===== src/pthc_pkg.sv =====
// ============================================================================
// pthc_pkg: shared types and constants for the PTH compensation block
// Calibration bundle, queue item layout, register indexes and the fixed
// constants of the integer compensation formulas.
// ============================================================================
package pthc_pkg;

  // Configuration register indexes.
  localparam int unsigned CFG_IDX_W = 3;
  localparam logic [CFG_IDX_W-1:0] REG_TEMP_CAL    = 3'd0;
  localparam logic [CFG_IDX_W-1:0] REG_PRESS_CAL_A = 3'd1;
  localparam logic [CFG_IDX_W-1:0] REG_PRESS_CAL_B = 3'd2;
  localparam logic [CFG_IDX_W-1:0] REG_MIXED_CAL   = 3'd3;
  localparam logic [CFG_IDX_W-1:0] REG_HUM_CAL     = 3'd4;

  // Formula constants.
  localparam logic signed [32:0] P_TF_OFS  = 33'sd128000;
  localparam logic [20:0]        P_BASE    = 21'd1048576;
  localparam logic signed [16:0] P_SCALE   = 17'sd3125;
  localparam logic [63:0]        P_G_OFS   = 64'h0000_8000_0000_0000;
  localparam logic [31:0]        H_OFS     = 32'd76800;
  localparam logic [31:0]        H_MAX     = 32'd419430400;
  localparam logic [31:0]        H_RND     = 32'd16384;
  localparam logic [31:0]        H_Z_OFS   = 32'd2097152;
  localparam logic [31:0]        H_B_RND   = 32'd8192;
  localparam logic [31:0]        H_Y_OFS   = 32'd32768;
  localparam logic [31:0]        T_RND     = 32'd128;

  // Calibration words as written through the configuration port.
  typedef struct packed {
    logic [47:0] temp_cal;
    logic [63:0] press_cal_a;
    logic [63:0] press_cal_b;
    logic [47:0] mixed_cal;
    logic [39:0] hum_cal;
  } cal_t;

  // One sample handed from the front end to the back end.
  typedef struct packed {
    logic [31:0]        t_fine;
    logic signed [15:0] temp_centi;
    logic [19:0]        adc_p;
    logic [15:0]        adc_h;
  } samp_t;

  // Data that rides along with the divider pipeline.
  typedef struct packed {
    logic               qneg;
    logic               ok;
    logic signed [15:0] temp_centi;
    logic [16:0]        hum;
  } div_side_t;

  // Low partial of a 64-bit by 17-bit signed product, modulo 2^64.
  function automatic logic [63:0] mul_lo(input logic [63:0] a, input logic signed [16:0] b);
    logic signed [49:0] pr;
    pr = $signed({1'b0, a[31:0]}) * b;
    return {{14{pr[49]}}, pr};
  endfunction

  // High partial of the same product; the sum of both is the product mod 2^64.
  function automatic logic [63:0] mul_hi(input logic [63:0] a, input logic signed [16:0] b);
    logic [31:0] bx;
    logic [31:0] pr;
    bx = {{15{b[16]}}, b};
    pr = a[63:32] * bx;
    return {pr, 32'd0};
  endfunction

endpackage


===== src/pthc_front.sv =====
// ============================================================================
// pthc_front: temperature front end
// Accepts raw samples, computes the fine temperature and the saturated
// centidegree value in a four-stage pipeline and hands them to the queue.
// ============================================================================
module pthc_front (
  input  logic                clk,
  input  logic                rst_n,
  input  pthc_pkg::cal_t      cal,
  input  logic                in_valid,
  output logic                in_ready,
  input  logic [23:0]         in_raw_temp,
  input  logic [23:0]         in_raw_press,
  input  logic [15:0]         in_raw_hum,
  output logic                q_valid,
  input  logic                q_ready,
  output pthc_pkg::samp_t     q_data
);
  import pthc_pkg::*;

  logic [15:0] t1;
  logic [31:0] t2, t3;
  logic [19:0] adc_t;

  logic [3:0]  vld_r, vld_nxt;
  logic        adv;

  logic [31:0] d1_r, d1_nxt, d2_r, d2_nxt;
  logic [19:0] ap1_r, ap2_r, ap3_r, ap4_r;
  logic [15:0] ah1_r, ah2_r, ah3_r, ah4_r;
  logic [31:0] m1_r, m1_nxt, m2_r, m2_nxt;
  logic [31:0] va_r, va_nxt, m3_r, m3_nxt, m2_sh;
  logic [31:0] tf_r, tf_nxt, vb;
  logic [31:0] tc5, tc;
  logic signed [15:0] tc_sat;

  // Calibration fields.
  always_comb begin
    t1    = cal.temp_cal[15:0];
    t2    = {{16{cal.temp_cal[31]}}, cal.temp_cal[31:16]};
    t3    = {{16{cal.temp_cal[47]}}, cal.temp_cal[47:32]};
    adc_t = in_raw_temp[23:4];
  end

  // Pipeline advances unless the last stage holds a transaction the queue refuses.
  assign adv      = !vld_r[3] || q_ready;
  assign in_ready = adv;
  assign q_valid  = vld_r[3];
  assign vld_nxt  = {vld_r[2:0], in_valid};

  always_ff @(posedge clk) begin
    if (!rst_n) begin
      vld_r <= '0;
    end else if (adv) begin
      vld_r <= vld_nxt;
    end
  end

  // Stage arithmetic, 32-bit wrapping.
  always_comb begin
    d1_nxt = {15'd0, adc_t[19:3]} - {15'd0, t1, 1'b0};
    d2_nxt = {16'd0, adc_t[19:4]} - {16'd0, t1};
    m1_nxt = d1_r * t2;
    m2_nxt = d2_r * d2_r;
    va_nxt = $signed(m1_r) >>> 11;
    m2_sh  = $signed(m2_r) >>> 12;
    m3_nxt = m2_sh * t3;
    vb     = $signed(m3_r) >>> 14;
    tf_nxt = va_r + vb;
  end

  always_ff @(posedge clk) begin
    if (adv) begin
      d1_r  <= d1_nxt;
      d2_r  <= d2_nxt;
      ap1_r <= in_raw_press[23:4];
      ah1_r <= in_raw_hum;
      m1_r  <= m1_nxt;
      m2_r  <= m2_nxt;
      ap2_r <= ap1_r;
      ah2_r <= ah1_r;
      va_r  <= va_nxt;
      m3_r  <= m3_nxt;
      ap3_r <= ap2_r;
      ah3_r <= ah2_r;
      tf_r  <= tf_nxt;
      ap4_r <= ap3_r;
      ah4_r <= ah3_r;
    end
  end

  // Centidegrees from the fine temperature, saturated to 16 bits.
  always_comb begin
    tc5 = {tf_r[29:0], 2'b00} + tf_r + T_RND;
    tc  = $signed(tc5) >>> 8;
    if (tc[31]) begin
      tc_sat = (tc < 32'hFFFF_8000) ? 16'sh8000 : tc[15:0];
    end else begin
      tc_sat = (tc > 32'h0000_7FFF) ? 16'sh7FFF : tc[15:0];
    end
    q_data.t_fine     = tf_r;
    q_data.temp_centi = tc_sat;
    q_data.adc_p      = ap4_r;
    q_data.adc_h      = ah4_r;
  end

endmodule


===== config.mk =====
export PLATFORM = sky130hd
export DESIGN_NAME = pthc_front
export DESIGN_NICKNAME = d
export VERILOG_FILES = /design/src/pthc_pkg.sv /design/src/pthc_front.sv
export SDC_FILE = /design/constraint.sdc
export NUM_CORES = 2
export LEC_CHECK = 0
export ABC_CLOCK_PERIOD_IN_PS = 23600
export BUFFER_PORTS_ARGS = -buffer_cell sky130_fd_sc_hd__buf_2
export CAP_MARGIN = 20
export CORE_ASPECT_RATIO = 0.9
export CORE_MARGIN = 1.5
export CORE_UTILIZATION = 62
export CTS_CLUSTER_SIZE = 20
export DETAILED_ROUTE_END_ITERATION = 10
export PLACE_DENSITY = 0.92
export SYNTH_ARGS = -nofsm -noshare
export SYNTH_HDL_FRONTEND = slang
export SYNTH_SLANG_ARGS = --single-unit
export TNS_END_PERCENT = 50

===== constraint.sdc =====
create_clock -name clk -period 23.6 [get_ports clk]
set_input_delay 7.08 -clock clk [delete_from_list [all_inputs] [get_ports clk]]
set_output_delay 7.08 -clock clk [all_outputs]
set_load 0.1 [all_outputs]

-- Word-level counts from Yosys, hierarchy flattened
Index checks and enable logic that the tools add are counted.
- reductions and logical operators: 2
- multipliers: 3
- order comparisons: 2
- mux-type cells: 3
- $add $sub $neg: 5
- operator list (cell ; number):
    $mux W16 ; 3
    $add A32 B32 Y32 ; 1
    $add A32 B8 Y32 const B ; 1
    $gt A32 B15 Y1 const B ; 1
    $lt A32 B32 Y1 const B ; 1
    $mul A20 B16 Y32 ; 1
    $mul A32 B16 Y32 ; 1
    $mul A32 B32 Y32 ; 1
    $add A21 B18 Y22 ; 1
    $sub A17 B17 Y18 ; 1
    $sub A16 B16 Y17 ; 1
    $logic_not A1 Y1 ; 1
    $logic_or A1 B1 Y1 ; 1
- input port bits: 332
- register bits: 361
- output and inout port bits: 86
- word-level logic and storage cells: 31

-- Longest topological paths before layout
- word-level depth: 5
- mapped depth: 28
- mapped depth without buffers: 26

-- Worst setup path before layout
OpenSTA, ideal clock, no wires.
- path kind: input-to-output
- start: input port q_ready
- end: output port in_ready
- path buffers: 1
- required time: 16520 ps
- arrival time: 15229 ps
- path slack: 1291 ps
- stages on the path: 2
- path through: nand2b_1 clkbuf_1
- longest elaborated chain between the ends: 1
- RTL lines (element ; RTL line ; RTL):
    from (decl) ; pthc_front.sv:16 ; input logic q_ready,
    $logic_or A1 B1 Y1 ; pthc_front.sv:46 ; assign adv = !vld_r[3] || q_ready;
    to (decl) ; pthc_front.sv:11 ; output logic in_ready,
Every way passes these cells.

-- Final worst setup path
Ends and elaborated chain as after synthesis.

==> flow_metrics.py <==
metrics = {
    "run_status": {
        "status": "complete, but fails checks",
        "violations": "design-rule violations",
    },
    "final_layout": {
        "nets": 5707,
        "fin_util_pct": 67.0,
        "mostFrequentLayoutCell": "inv_1",
        "final_layout_size_suffix_gt1_share_pct": 7.01,
        "nFillCells": 4576,
        "final_cell_mix": "inv_1 (1,028), fa_1 (871), nand2_1 (435)",
        "area_delta_synth_final_pct": 6.68,
    },
    "flow_run": {
        "maxCapViolCount": 0,
    },
    "cts": {
        "clock-sinks": 268,
        "cts_tree": "yes",
        "cts.clk_slew.worst_paths_ns": 0.06,
        "cts_root_buf": "clkbuf_16",
        "clockBufferDepth": 3,
        "htreeDepth": 2,
        "cts_buffers": 34,
        "cts_setup_buffers": 0,
        "clk_latency_ns": 0.58,
        "cts-resized-gates": 0,
        "cts_hold_buf": 0,
    },
    "timing": {
        "period_needed_ns": 15.32,
        "skew_ns": 0.0310,
        "finalSetupTns_ns": 0,
        "worst_slew_pin_slew_ns": 0.950,
        "setup_slack_ns": 8.28,
        "relSlewSlack_pct": 36.6,
        "drv_slew": 0,
        "holdWs_ns": 0.399,
        "setup_viol": 0,
        "fin_crit_sh_pct": 64.9,
        "max_freq_mhz": 65.3,
        "rsz0062_at_grt": "false",
        "hold_viol": 0,
    },
    "route": {
        "wl_per_cell_um": 18.3,
        "vias": 28100,
        "drc": 2,
        "drt_iter0_markers": 2217,
        "postRouteAntennaNets": 0,
        "wirelength_um": 92300,
        "first_pass_iters": 9,
        "vias_per_cell": 5.57,
    },
    "critical_path": {
        "crit_required_ns": 16.52,
        "cp_max_fo": 48,
        "worstSetupPathType": "primary input to output pin",
        "endpoint_kind": "output pin",
        "start_kind": "primary input",
        "cp.arrival_ns": 8.24,
    },
    "yosys": {
        "synth_cell_type_count": 68,
        "synth_warnings": 0,
        "ys_ff_latch": 268,
        "async_reset_ff_share_pct": 0,
        "syn-cell-area_um2": 42200,
        "yosysSeqAreaShare_pct": 19.0,
        "synth_fp_nets": 5602,
        "synth-main-ff-cell": "edfxtp_1",
        "avgSynthCellArea_um2": 10.5,
        "synth_edf_count": 264,
        "syn_inst": 4035,
    },
    "floorplanning": {
        "start_util_pct": 62.8,
        "die_h_um": 251,
        "die_w_um": 278,
        "io_pins": 418,
        "design.die.area_um2": 69700,
        "num_rows": 90,
        "coreArea_um2": 67200,
    },
    "place": {
        "hpwlAfterDp_um": 72300,
        "port_buffers": 190,
        "place_ws_ns": 8.27,
        "gp_congestion": 0.885,
    },
    "grt": {
        "antenna_found_initial": 5,
        "grt_max_degree": 156,
        "overflow": 0,
        "grt_pass1_wl_um": 153000,
        "grt_pass1_vias": 31400,
        "grtUsageTotal_pct": 27.8,
    },
    "min_path": {
        "holdCritPathClass": "flop to flop",
    },
}
-- layer usage --
metal	vias up	GRT usage, %	share of wire, %
met1	14100	35.3	37
met5	-	0	0.014
li1	12300	-	-
met2	1343	46.7	50
met4	2	14.2	5.5
met3	328	4.16	8.2
-- registers in the layout, indices dropped and copies added, names as in the netlist, 20 cells and up --
signal,cells
tf_r,22
m1_r,21
va_r,21
ap1_r,20
ap2_r,20
ap3_r,20
ap4_r,20
m2_r,20
-- synth_stat cells (all sizes together), types with 8 or more instances --
cell    count  area share, %
clkbuf    131            1.2
nor2       82           0.73
nor3       23           0.31
o211ai      8           0.15
xor2       41           0.85
a21boi      9           0.16
edfxtp    264             19
xnor2     118            2.4
fa        871             41
nand2     435            3.9
o21ai      36           0.43
a21o       23           0.41
and3        9           0.13
o21a       23           0.41
ha        364             11
nand3      14           0.17
nor2b      24           0.36
inv      1028            9.1
a21oi      80           0.97
and2      303            4.5
a31oi       8           0.12
nand2b     28           0.42
a211oi     10           0.18
buf        14           0.24
-- critical path: stages --
cell	delay [ns]
buf_2	0.08
nand2b_4	0.52
buf_2	0.54
-- kinds of logic after synthesis --
logic type / Yosys count / share of synthesized area, %
xor gates and xnor gates: 159 / 3.30
adders and majority gates: 1235 / 52.1
muxes: 4 / 0.0949
buffers and inverters: 1173 / 10.5
DFF: 268 / 19.0
AOI/OAI and AO/OA: 245 / 3.94
and+or+nand+nor: 951 / 11.0
-- stage by stage --
step | cell area, um2 | cells
4_1_cts | 45000 | 5039
5_1_grt | 45000 | 5041
3_3_place_gp | 43900 | 4978
3_5_place_dp | 43900 | 4978
6_report | 45000 | 5043
2_1_floorplan | 42200 | 4035
-- cell type report --
| cell class | instances | area, um2 | area share (%) |
|---|---|---|---|
| clock inverter | 23 | 283 | 0.628 |
| inverter | 1028 | 3860 | 8.57 |
| multi-input combinational | 2594 | 29800 | 66.1 |
| clock buffer | 38 | 876 | 1.95 |
| antenna | 4 | 10.0 | 0.0222 |
| timing repair buffer | 214 | 1140 | 2.54 |
| tap | 874 | 1090 | 2.43 |
| sequential | 268 | 8010 | 17.8 |
-- path summary, 6_finish.rpt --
path                           start                  to  slack, ns  cells past startpoint
setup / recovery             q_ready            in_ready       8.28                      3
hold / removal    m1_r[19]$_DFFE_PP_   va_r[8]$_DFFE_PP_       0.40                      0
setup reg to reg  d1_r[30]$_DFFE_PP_  m2_r[31]$_DFFE_PP_      15.29                     21
hold reg to reg   m1_r[19]$_DFFE_PP_   va_r[8]$_DFFE_PP_       0.40                      0
Power is left out: the tool's default activity adds up to more than one toggle a clock period on the data nets, which glitch-free logic cannot reach.
