==> src/pthc_pkg.sv <==
// ============================================================================
// pthc_pkg: shared types and constants for the PTH compensation block
// Calibration bundle, queue item layout, register indexes and the fixed
// constants of the integer compensation formulas.
// ============================================================================
package pthc_pkg;

  // Configuration register indexes.
  localparam int unsigned CFG_IDX_W = 3;
  localparam logic [CFG_IDX_W-1:0] REG_TEMP_CAL    = 3'd0;
  localparam logic [CFG_IDX_W-1:0] REG_PRESS_CAL_A = 3'd1;
  localparam logic [CFG_IDX_W-1:0] REG_PRESS_CAL_B = 3'd2;
  localparam logic [CFG_IDX_W-1:0] REG_MIXED_CAL   = 3'd3;
  localparam logic [CFG_IDX_W-1:0] REG_HUM_CAL     = 3'd4;

  // Formula constants.
  localparam logic signed [32:0] P_TF_OFS  = 33'sd128000;
  localparam logic [20:0]        P_BASE    = 21'd1048576;
  localparam logic signed [16:0] P_SCALE   = 17'sd3125;
  localparam logic [63:0]        P_G_OFS   = 64'h0000_8000_0000_0000;
  localparam logic [31:0]        H_OFS     = 32'd76800;
  localparam logic [31:0]        H_MAX     = 32'd419430400;
  localparam logic [31:0]        H_RND     = 32'd16384;
  localparam logic [31:0]        H_Z_OFS   = 32'd2097152;
  localparam logic [31:0]        H_B_RND   = 32'd8192;
  localparam logic [31:0]        H_Y_OFS   = 32'd32768;
  localparam logic [31:0]        T_RND     = 32'd128;

  // Calibration words as written through the configuration port.
  typedef struct packed {
    logic [47:0] temp_cal;
    logic [63:0] press_cal_a;
    logic [63:0] press_cal_b;
    logic [47:0] mixed_cal;
    logic [39:0] hum_cal;
  } cal_t;

  // One sample handed from the front end to the back end.
  typedef struct packed {
    logic [31:0]        t_fine;
    logic signed [15:0] temp_centi;
    logic [19:0]        adc_p;
    logic [15:0]        adc_h;
  } samp_t;

  // Data that rides along with the divider pipeline.
  typedef struct packed {
    logic               qneg;
    logic               ok;
    logic signed [15:0] temp_centi;
    logic [16:0]        hum;
  } div_side_t;

  // Low partial of a 64-bit by 17-bit signed product, modulo 2^64.
  function automatic logic [63:0] mul_lo(input logic [63:0] a, input logic signed [16:0] b);
    logic signed [49:0] pr;
    pr = $signed({1'b0, a[31:0]}) * b;
    return {{14{pr[49]}}, pr};
  endfunction

  // High partial of the same product; the sum of both is the product mod 2^64.
  function automatic logic [63:0] mul_hi(input logic [63:0] a, input logic signed [16:0] b);
    logic [31:0] bx;
    logic [31:0] pr;
    bx = {{15{b[16]}}, b};
    pr = a[63:32] * bx;
    return {pr, 32'd0};
  endfunction

endpackage

==> src/pthc_queue.sv <==
// ============================================================================
// pthc_queue: two-entry queue between front and back end
// Lets either side stall without at once stopping the other.
// ============================================================================
module pthc_queue (
  input  logic            clk,
  input  logic            rst_n,
  input  logic            wr_valid,
  output logic            wr_ready,
  input  pthc_pkg::samp_t wr_data,
  output logic            rd_valid,
  input  logic            rd_ready,
  output pthc_pkg::samp_t rd_data
);
  import pthc_pkg::*;

  samp_t       mem_r [2];
  logic [1:0]  cnt_r, cnt_nxt;
  logic        wr_ptr_r, wr_ptr_nxt, rd_ptr_r, rd_ptr_nxt;
  logic        push, pop;

  assign wr_ready = (cnt_r != 2'd2);
  assign rd_valid = (cnt_r != 2'd0);
  assign rd_data  = mem_r[rd_ptr_r];
  assign push     = wr_valid && wr_ready;
  assign pop      = rd_valid && rd_ready;

  // Pointer and fill count update.
  always_comb begin
    wr_ptr_nxt = push ? !wr_ptr_r : wr_ptr_r;
    rd_ptr_nxt = pop ? !rd_ptr_r : rd_ptr_r;
    cnt_nxt    = cnt_r + {1'b0, push} - {1'b0, pop};
  end

  always_ff @(posedge clk) begin
    if (!rst_n) begin
      cnt_r    <= '0;
      wr_ptr_r <= 1'b0;
      rd_ptr_r <= 1'b0;
    end else begin
      cnt_r    <= cnt_nxt;
      wr_ptr_r <= wr_ptr_nxt;
      rd_ptr_r <= rd_ptr_nxt;
    end
  end

  // Entry storage.
  always_ff @(posedge clk) begin
    if (push) begin
      mem_r[wr_ptr_r] <= wr_data;
    end
  end

endmodule

==> config.mk <==
export PLATFORM = sky130hd
export DESIGN_NAME = pthc_queue
export DESIGN_NICKNAME = d
export VERILOG_FILES = /design/src/pthc_pkg.sv /design/src/pthc_queue.sv
export SDC_FILE = /design/constraint.sdc
export NUM_CORES = 1
export LEC_CHECK = 0
export ABC_AREA = 1
export BUFFER_PORTS_ARGS = -buffer_cell sky130_fd_sc_hd__buf_2
export CORE_AREA = 2 2 110 112
export CTS_BUF_LIST = sky130_fd_sc_hd__clkbuf_2 sky130_fd_sc_hd__clkbuf_4 sky130_fd_sc_hd__clkbuf_8
export DETAILED_ROUTE_END_ITERATION = 6
export DIE_AREA = 0 0 112 114
export GPL_TIMING_DRIVEN = 0
export HOLD_SLACK_MARGIN = 0.08
export PLACE_DENSITY = 0.95
export SYNTH_ARGS = -nofsm -noshare
export SYNTH_HDL_FRONTEND = slang
export SYNTH_SLANG_ARGS = --single-unit
==> constraint.sdc <==
create_clock -name clk -period 7.1 [get_ports clk]
set_input_delay 0.355 -clock clk [delete_from_list [all_inputs] [get_ports clk]]
set_output_delay 0.355 -clock clk [all_outputs]
set_load 0.1 [all_outputs]
== Yosys cells after proc, flatten, opt, wreduce, memory -nomap -nowiden ==
Memory sizes are Yosys's and may differ from the RTL's. A register that Yosys moved wholly into a read port is not among the register bits.
Cells that the tools add are included.
W data, S select, Z words.

* Add/sub/neg operators: 2
* Eq/ne operators: 1
* Muxes and demuxes: 4
* Reduce and logical (&&, ||, !) cells: 5

{| class="wikitable"
|+ Operator list
! kind !! count
|-
| $mux W1 || 4
|-
| $add A2 B1 Y2 || 1
|-
| $logic_and A1 B1 Y1 || 2
|-
| $logic_not A1 Y1 || 2
|-
| $ne A2 B2 Y1 const B || 1
|-
| $reduce_bool A2 Y1 || 1
|-
| $sub A2 B1 Y2 || 1
|}

* Bits in registers: 4
* Memory bits (writable): 168
* Bits of input ports: 88
* Output and inout port bits: 86
* Word-level logic and storage cells: 16
* Memories: 1

{| class="wikitable"
|+ Memory list
! name !! depth !! bits a word !! rd ports !! clocked after memory_dff !! write ports !! line !! RTL
|-
| mem_r || 2 || 84 || 1 || 1 || 1 || pthc_queue.sv:17 || <nowiki>samp_t mem_r [2];</nowiki>
|}

== Longest topological paths before layout ==
Gate-level depths: netlist of the first run.

* Word-level depth: 4
* Depth in mapped cells: 11
* Gate-level depth less buffers: 11

== Worst setup path before layout of the first run ==
No wires, ideal clock.

* Path kind: reg2reg
* Start: register cnt_r[0]
* End: memory mem_r[1][0] (netlist bit), enable pin
* Arrival time: 4948 ps
* Required time: 6571 ps
* Setup slack: 1623 ps
* Cell stages (with the launch flop): 5
* Buffers on the path: 0
* Period minus slack after synthesis: 5477 ps
* Cells stage by stage: dfxtp_1 inv_1 nand2_1 nand2_1 nor2_1

* Cells in the longest elaborated chain, start to end: 4

{| class="wikitable"
|+ RTL lines
! element !! line !! RTL
|-
| from (decl) || pthc_queue.sv:18 || <nowiki>logic [1:0] cnt_r, cnt_nxt;</nowiki>
|-
| from (signal assigned) || pthc_queue.sv:41 || <nowiki>cnt_r <= cnt_nxt;</nowiki>
|-
| $ne A2 B2 Y1 || pthc_queue.sv:22 || <nowiki>assign wr_ready = (cnt_r != 2'd2);</nowiki>
|-
| named net wr_ready || pthc_queue.sv:9 || <nowiki>output logic wr_ready,</nowiki>
|-
| $logic_and A1 B1 Y1 || pthc_queue.sv:25 || <nowiki>assign push = wr_valid && wr_ready;</nowiki>
|-
| $mux W1 || pthc_queue.sv:49 || <nowiki>if (push) begin</nowiki>
|-
| $mux W1 (implied by the code) || pthc_queue.sv:50 || <nowiki>mem_r[wr_ptr_r] <= wr_data;</nowiki>
|-
| to (decl) || pthc_queue.sv:17 ||
|}

The timed path passes the listed nets, and every way through them passes these cells.

== Worst setup path after layout of the first run ==
* Start: register cnt_r[0]
* End: memory mem_r[1][35] (netlist bit), enable pin

* Cells in the longest elaborated chain, start to end: 4

{| class="wikitable"
|+ RTL lines
! element !! line
|-
| $ne A2 B2 Y1 || pthc_queue.sv:22
|-
| $logic_and A1 B1 Y1 || pthc_queue.sv:25
|-
| $mux W1 || pthc_queue.sv:49
|-
| $mux W1 (implied by the code) || pthc_queue.sv:50
|}

Every way passes these cells.

==> results of run 1 <==
## kinds of logic (layout without fill, tap and decap cells)
kind of cell / Yosys count / after routing
other cells: 0 / 1
flops: 173 / 173
simple gates: 21 / 21
xor+xnor: 1 / 1
fa+ha+maj: 1 / 1
compound gates: 1 / 1
mux: 84 / 84
buf+inv: 16 / 244
## per-stage QoR
| step | setup slack [ns] | std cells |
|---|---|---|
| 6_report | 4.84 | 673 |
| 5_1_grt | 4.69 | 673 |
| 4_1_cts | 4.83 | 666 |
| 3_5_place_dp | 4.85 | 621 |
| 3_3_place_gp | 0.997 | 617 |
| 2_1_floorplan | 1.62 | 297 |
## power by group
group | total (mW) | switching (mW) | internal (mW)
Combinational | 1.81 | 1.42 | 0.389
Clock | 0.780 | 0.329 | 0.451
Sequential | 1.34 | 0.0426 | 1.29
Total | 3.93 | 1.79 | 2.13
## synth_stat cells
cell / number
a21oi_1: 1
buf_6: 7
nand3_1: 1
ha_1: 1
xnor2_1: 1
mux2_4: 60
edfxtp_1: 168
dfxtp_1: 5
inv_1: 7
buf_2: 2
nand2_1: 11
nor2_1: 9
mux2_2: 24
## final cells by class
cell class	instances	area, um2	share of cell area [%]
antenna	1	2.50	0.0300
buffer	9	88.8	1.07
clock buffer	25	294	3.53
clock inverter	7	164	1.97
inverter	7	26.3	0.315
multi-input combinational	108	1290	15.5
sequential	173	5140	61.7
tap	147	184	2.21
timing repair buffer	196	1140	13.6
## worst min-delay path by stage
stage,to,depth (start not counted)
finish,mem_r[1][12],1
global route,mem_r[0][77],1
CTS,mem_r[0][22],1
detailed placement,flip-flop,2
global placement,rd_ptr_r,2
floorplan,cnt_r[0],2
## sequential cells by signal, summed over array words and instances, names as in the netlist, named ones only
signal	cells
mem_r	168
cnt_r	2
rd_ptr_r	1
wr_ptr_r	1
## routing by layer
metal / wire length, um / vias up
li1: - / 1581
met1: 4540 / 1696
met2: 6900 / 135
met3: 704 / 19
met4: 211 / 0
met5: 0 / -
==> impl_metrics.env, run 1 <==
export IMPL_outcome="complete, no violations"
export IMPL_cp_startpoint="cnt_r[0]"
export IMPL_cts_buffer_depth=2
export IMPL_yosys_area_top_type="edfxtp_1"
export IMPL_worst_hold_slack_ns=0.112
export IMPL_grt_usage_pct=19.3
export IMPL_syn2layout_area_growth_pct=27.5
export IMPL_synthSimpleGateAreaFrac_pct=1.22
export IMPL_cp_depth=6
export IMPL_worst_pin_slew_ns=1.04
export IMPL_cp_cell_sequence="inv_1 > nand2_1 > nand2_1 > nor2_4 > buf_12 > buf_12"
export IMPL_core_area_mm2=0.0117
export IMPL_synth_xor_xnor_area_share_pct=0.134
export IMPL_rr_worst_depth=6
export IMPL_grt_pass1_wl_um=18400
export IMPL_vias=3431
export IMPL_die_y_um=114
export IMPL_powerDensity_mw_per_mm2=471
export IMPL_start_kind="flip-flop"
export IMPL_finalWorstPathRequiredPeriod_ns=2.26
export IMPL_holdCritStartpoint="wr_data[12]"
export IMPL_finClkSkew_ns=0.00982
export IMPL_cp_slowest_cell="nor2_4"
export IMPL_clkLatencyLatePin_ns=0.43
export IMPL_clkTransAtPathRegs_ns=0.08
export IMPL_rsz0062_at_grt="no"
export IMPL_holdCritPathClass="input port to flip-flop"
export IMPL_cts_resized=0
export IMPL_yosys_warnings=0
export IMPL_vdd_ir_drop_max_uv=482
export IMPL_layout_drive_gt1_share_pct=57.9
export IMPL_io_pins=174
export IMPL_wl_um=12400
export IMPL_dieArea_mm2=0.0128
export IMPL_finalHoldViolations=0
export IMPL_endpoint_kind="flip-flop"
export IMPL_groute_layer_met2_usage_pct=35.2
export IMPL_syn_num_nets=386
export IMPL_cts_setup_buffers=0
export IMPL_p_total_mw=3.93
export IMPL_vias_per_cell=5.10
export IMPL_syn_area_per_cell_um2=22.0
export IMPL_max_stage_delay_ns=0.68
export IMPL_root_buffer="clkbuf_8"
export IMPL_use_met3_pct=6.06
export IMPL_utilization_pct=71.2
export IMPL_finalSetupTns_ns=0
export IMPL_wl_per_cell_um=18.4
export IMPL_layout_commonest_cell="buf_2"
export IMPL_drc=0
export IMPL_r2r_slack_ns=4.84
export IMPL_synth_top_area_share_pct=77.2
export IMPL_synth_seq_cells=173
export IMPL_clkSinkCount=173
export IMPL_antenna_found_initial=1
export IMPL_grt_busiest_layer="met2"
export IMPL_cp_arrival_ns=2.38
export IMPL_synth_compound_area_share_pct=0.0766
export IMPL_first_pass_iters=7
export IMPL_endpoint="mem_r[1][35]"
export IMPL_final_nets=601
export IMPL_layout_common_cells="175 x buf_2, 168 x edfxtp_1, 60 x mux2_4"
export IMPL_first_global_vias=3684
export IMPL_fill_cells=748
export IMPL_crit_required_ns=7.22
export IMPL_std_cell_rows=40
export IMPL_regToRegStartpoint="cnt_r[0]"
export IMPL_syn_inst=297
export IMPL_initial_core_util_pct=55.8
export IMPL_gr_total_overflow=0
export IMPL_synth_top_family_by_area="multiplexers"
export IMPL_max_freq_mhz=442
export IMPL_ys_types=13
export IMPL_cp_top_family="simple AND/OR/NAND/NOR gates"
export IMPL_rr_endpoint="mem_r[1][35]"
export IMPL_grt_max_degree=35
export IMPL_syn_area_mm2=0.00654
export IMPL_h_tree_depth=4
export IMPL_port_buffers=173
export IMPL_drt_iter0_drc=148
export IMPL_synth_area_top_cells="edfxtp_1 77%, mux2_4 14%, mux2_2 4.1%, dfxtp_1 1.5%, buf_6 1.2%"
export IMPL_final_cell_area_mm2=0.00833
export IMPL_maxCapViolations=0
export IMPL_worst_path_buf_inv=3
export IMPL_drv_slew=0
export IMPL_drtAntennaViolNets=0
export IMPL_critPathKind="flip-flop to flip-flop"
export IMPL_fin_crit_sh_pct=31.9
export IMPL_cts_tree="done"
export IMPL_power_leakage_nw=3.30
export IMPL_max_slew_margin_pct=30.8
export IMPL_gp_congestion=0.747
export IMPL_synthMuxAreaShare_pct=17.9
export IMPL_dieWidth_um=112
export IMPL_seq_area_frac_synth_pct=78.7
export IMPL_setup_viol=0
export IMPL_place_hpwl_um=8020
export IMPL_placed_area_mm2=0.00768
export IMPL_synth_adder_area_share_pct=0.191
export IMPL_ctsHoldBuffers=13
export IMPL_cp_max_fo=34
export IMPL_grt_use_met1_pct=20.7
export IMPL_cts_buffers_inserted=17
Note: power is estimated with default switching activity, not from simulation.
==> run 2, diff against run 1 <==
==> config.mk (replaced) <==
export PLATFORM = sky130hd
export DESIGN_NAME = pthc_queue
export DESIGN_NICKNAME = d
export VERILOG_FILES = /design/src/pthc_pkg.sv /design/src/pthc_queue.sv
export SDC_FILE = /design/constraint.sdc
export NUM_CORES = 1
export LEC_CHECK = 0
export ABC_AREA = 0
export BUFFER_PORTS_ARGS = -buffer_cell sky130_fd_sc_hd__buf_2
export CORE_AREA = 2 2 112 114
export CTS_BUF_LIST = sky130_fd_sc_hd__clkbuf_2 sky130_fd_sc_hd__clkbuf_4 sky130_fd_sc_hd__clkbuf_8
export DETAILED_ROUTE_END_ITERATION = 6
export DIE_AREA = 0 0 114 116
export GPL_TIMING_DRIVEN = 0
export HOLD_SLACK_MARGIN = 0.08
export PLACE_DENSITY = 0.91
export SYNTH_ARGS = -nofsm -noshare
export SYNTH_HDL_FRONTEND = slang
export SYNTH_SLANG_ARGS = --single-unit
==> constraint.sdc (replaced) <==
create_clock -name clk -period 2.1 [get_ports clk]
set_input_delay 0.105 -clock clk [delete_from_list [all_inputs] [get_ports clk]]
set_output_delay 0.105 -clock clk [all_outputs]
set_load 0.1 [all_outputs]
==> run 2 against run 1 <==
Net effect:
- clock power rose to 3.4 times the previous value
- critical path depth down 2
- via count up 8.5%
- sequential share of layout area down 3.7 points
- synthesized cell count down 2.4%
- cell count up 8.6%
- critical endpoint is now rd_data[66]
- largest cell class unchanged
- highest routed layer unchanged
==> impl_metrics.env, run 2 <==
export IMPL_yosys_warnings=0
export IMPL_setup_viol=0
export IMPL_cp_max_fo=10
export IMPL_p_total_mw=11.8
export IMPL_final_nets=660
export IMPL_synthMostInstantiatedCell="edfxtp_1"
export IMPL_initial_core_util_pct=52.9
export IMPL_largest_reg_flops=168
export IMPL_drc=0
export IMPL_seq_area_frac_synth_pct=81.6
export IMPL_multiInputGateArea_mm2=0.00112
export IMPL_clkTransAtPathRegs_ns=0.07
export IMPL_grt_usage_pct=21.2
export IMPL_grt_pass1_wl_um=20400
export IMPL_outcome="complete, no violations"
export IMPL_layout_drive_gt1_share_pct=51.9
export IMPL_die_y_um=116
export IMPL_dieArea_mm2=0.0132
export IMPL_drv_slew=0
export IMPL_syn2layout_area_growth_pct=40.7
export IMPL_synth_area_top_cells="edfxtp_1 80%, mux2_2 14%, dfxtp_1 1.6%, mux2_1 1.3%, buf_2 0.71%"
export IMPL_yosys_area_top_type="edfxtp_1"
export IMPL_vdd_ir_drop_max_uv=890
export IMPL_root_buffer="clkbuf_8"
export IMPL_wl_per_cell_um=18.6
export IMPL_fill_cells=701
export IMPL_start_kind="flip-flop"
export IMPL_crit_required_ns=2.00
export IMPL_rsz0062_at_grt="no"
export IMPL_whs_path_depth=4
export IMPL_first_global_vias=4093
export IMPL_max_slew_margin_pct=61.2
export IMPL_synthTopCellsByCount="168 x edfxtp_1, 77 x mux2_2, 9 x buf_2"
export IMPL_clkLatencyLatePin_ns=0.45
export IMPL_cts_tree="done"
export IMPL_synth_edff_count=168
export IMPL_fin_ws_ns=0.128
export IMPL_wl_um=13600
export IMPL_antennaDiodeCount=0
export IMPL_reg_top3="mem_r x168, cnt_r x2"
export IMPL_dp_slack_ns=0.293
export IMPL_endpoint_kind="output pin"
export IMPL_worst_pin_slew_ns=0.583
export IMPL_syn_area_per_cell_um2=21.7
export IMPL_core_area_mm2=0.0119
export IMPL_synth_main_ff_cell="edfxtp_1"
export IMPL_port_buffers=173
export IMPL_cts_buffers_inserted=17
export IMPL_antenna_found_initial=0
export IMPL_finalWorstPathRequiredPeriod_ns=1.97
export IMPL_finClkSkew_ns=0.0171
export IMPL_drtAntennaViolNets=0
export IMPL_ys_types=25
export IMPL_synth_seq_cells=173
export IMPL_maxCapViolations=0
export IMPL_regMostFlops="mem_r"
export IMPL_dieWidth_um=114
export IMPL_cts_buffer_depth=2
export IMPL_drt_iter0_drc=304
export IMPL_layout_common_cells="168 x edfxtp_1, 141 x buf_2, 86 x dlygate4sd3_1"
export IMPL_clkSinkCount=173
export IMPL_syn_area_mm2=0.00631
export IMPL_rr_worst_depth=6
export IMPL_std_cell_rows=40
export IMPL_gr_total_overflow=0
export IMPL_critPathKind="flip-flop to output pin"
export IMPL_layoutNonFillerInstCount=731
export IMPL_finalHoldViolations=0
export IMPL_layout_commonest_cell="edfxtp_1"
export IMPL_cp_arrival_ns=1.87
export IMPL_h_tree_depth=4
export IMPL_place_hpwl_um=7670
export IMPL_synth_top_area_share_pct=80.0
export IMPL_ff_latch_area_mm2=0.00515
export IMPL_fin_crit_sh_pct=93.9
export IMPL_final_cell_area_mm2=0.00887
export IMPL_first_pass_iters=4
export IMPL_dp_cells=613
export IMPL_grt_max_degree=48
export IMPL_holdCritPathClass="input port to flip-flop"
export IMPL_synthArstFlopShare_pct=0
export IMPL_vias_per_cell=5.09
export IMPL_placed_area_mm2=0.00744
export IMPL_vias=3723
export IMPL_max_freq_mhz=507
export IMPL_gp_congestion=0.706
export IMPL_syn_inst=290
export IMPL_syn_num_nets=379
export IMPL_io_pins=174
export IMPL_powerDensity_mw_per_mm2=1330
export IMPL_power_leakage_nw=3.38
[run 2: changes by cell type in the layout (fill, tap and decap cells not counted), sizes merged, moves of 2 or more]
cell and change:
nor2 -7, inv -7, o21ai +2, dlygate4sd3 +67, and2 +3, nand2 -11
buf -25, and3 +3, clkinvlp +2, clkbuf +24
[run 2: power by group]
part / internal, mW / total, mW / switching [mW]
sequential: 4.19 / 4.29 / 0.102
clock: 1.54 / 2.62 / 1.08
combinational: 1.08 / 4.86 / 3.79
[run 2: worst paths after layout]
path	startpoint	to	slack, ns
worst max-delay path	flip-flop	rd_data[66]	0.13
worst min-delay path	rd_ready	rd_ptr_r	0.18
worst max register to register	cnt_r[1]	cnt_r[1]	0.29
worst min register to register	rd_ptr_r	rd_ptr_r	0.60
[run 2: per-stage QoR]
stage | hold WS [ns] | utilization [%] | TNS (ns)
floorplan | 0.204 | - | -46.77
finish | 0.181 | 74.5 | 0
global placement | 0.293 | 61.9 | -92.31
detailed placement | 0.296 | 62.5 | 0
global route | 0.177 | 74.5 | 0
CTS | 0.141 | 73.8 | -0.794
[run 2: logic make-up (layout without fill, tap and decap cells)]
kind of cell	count (synthesis)	after routing	synth area share, %
simple gates	15	15	1.59
buf+inv	10	304	0.774
mux	84	84	15.0
fa+ha+maj	1	1	0.198
compound gates	6	6	0.714
xor+xnor	1	1	0.139
flops	173	173	81.6
[run 2: cell type report]
class	count	share of cell area, %
Tap cell	147	2.07
Clock buffer	25	3.38
Sequential cell	173	58.0
Buffer	9	0.790
Multi-Input combinational cell	107	12.7
Clock inverter	7	1.83
Timing Repair Buffer	262	21.2
Inverter	1	0.0846
[run 2: what timing repair did]
item                                    CTS  global route
hold buffers                             86             0
gates cloned                              0             0
endpoints found under the setup margin   60            60
endpoints found under the hold margin   173             0
setup buffers                             0             0
gates resized for setup                  12            36
[run 2: worst max-delay path: stages, from the launching register on]
cell	delay, ns
dfxtp_1	0.38
buf_6	0.19
buf_4	0.21
mux2_2	0.35
buf_2	0.30
[run 2: metal layers]
layer | global-route usage (%) | vias to the layer above | routed length [um]
met2 | 40.4 | 149 | 7700
li1 | - | 1707 | -
met4 | 9.11 | 0 | 238
met3 | 6.38 | 22 | 806
met1 | 21.5 | 1845 | 4860
met5 | 0 | - | 0
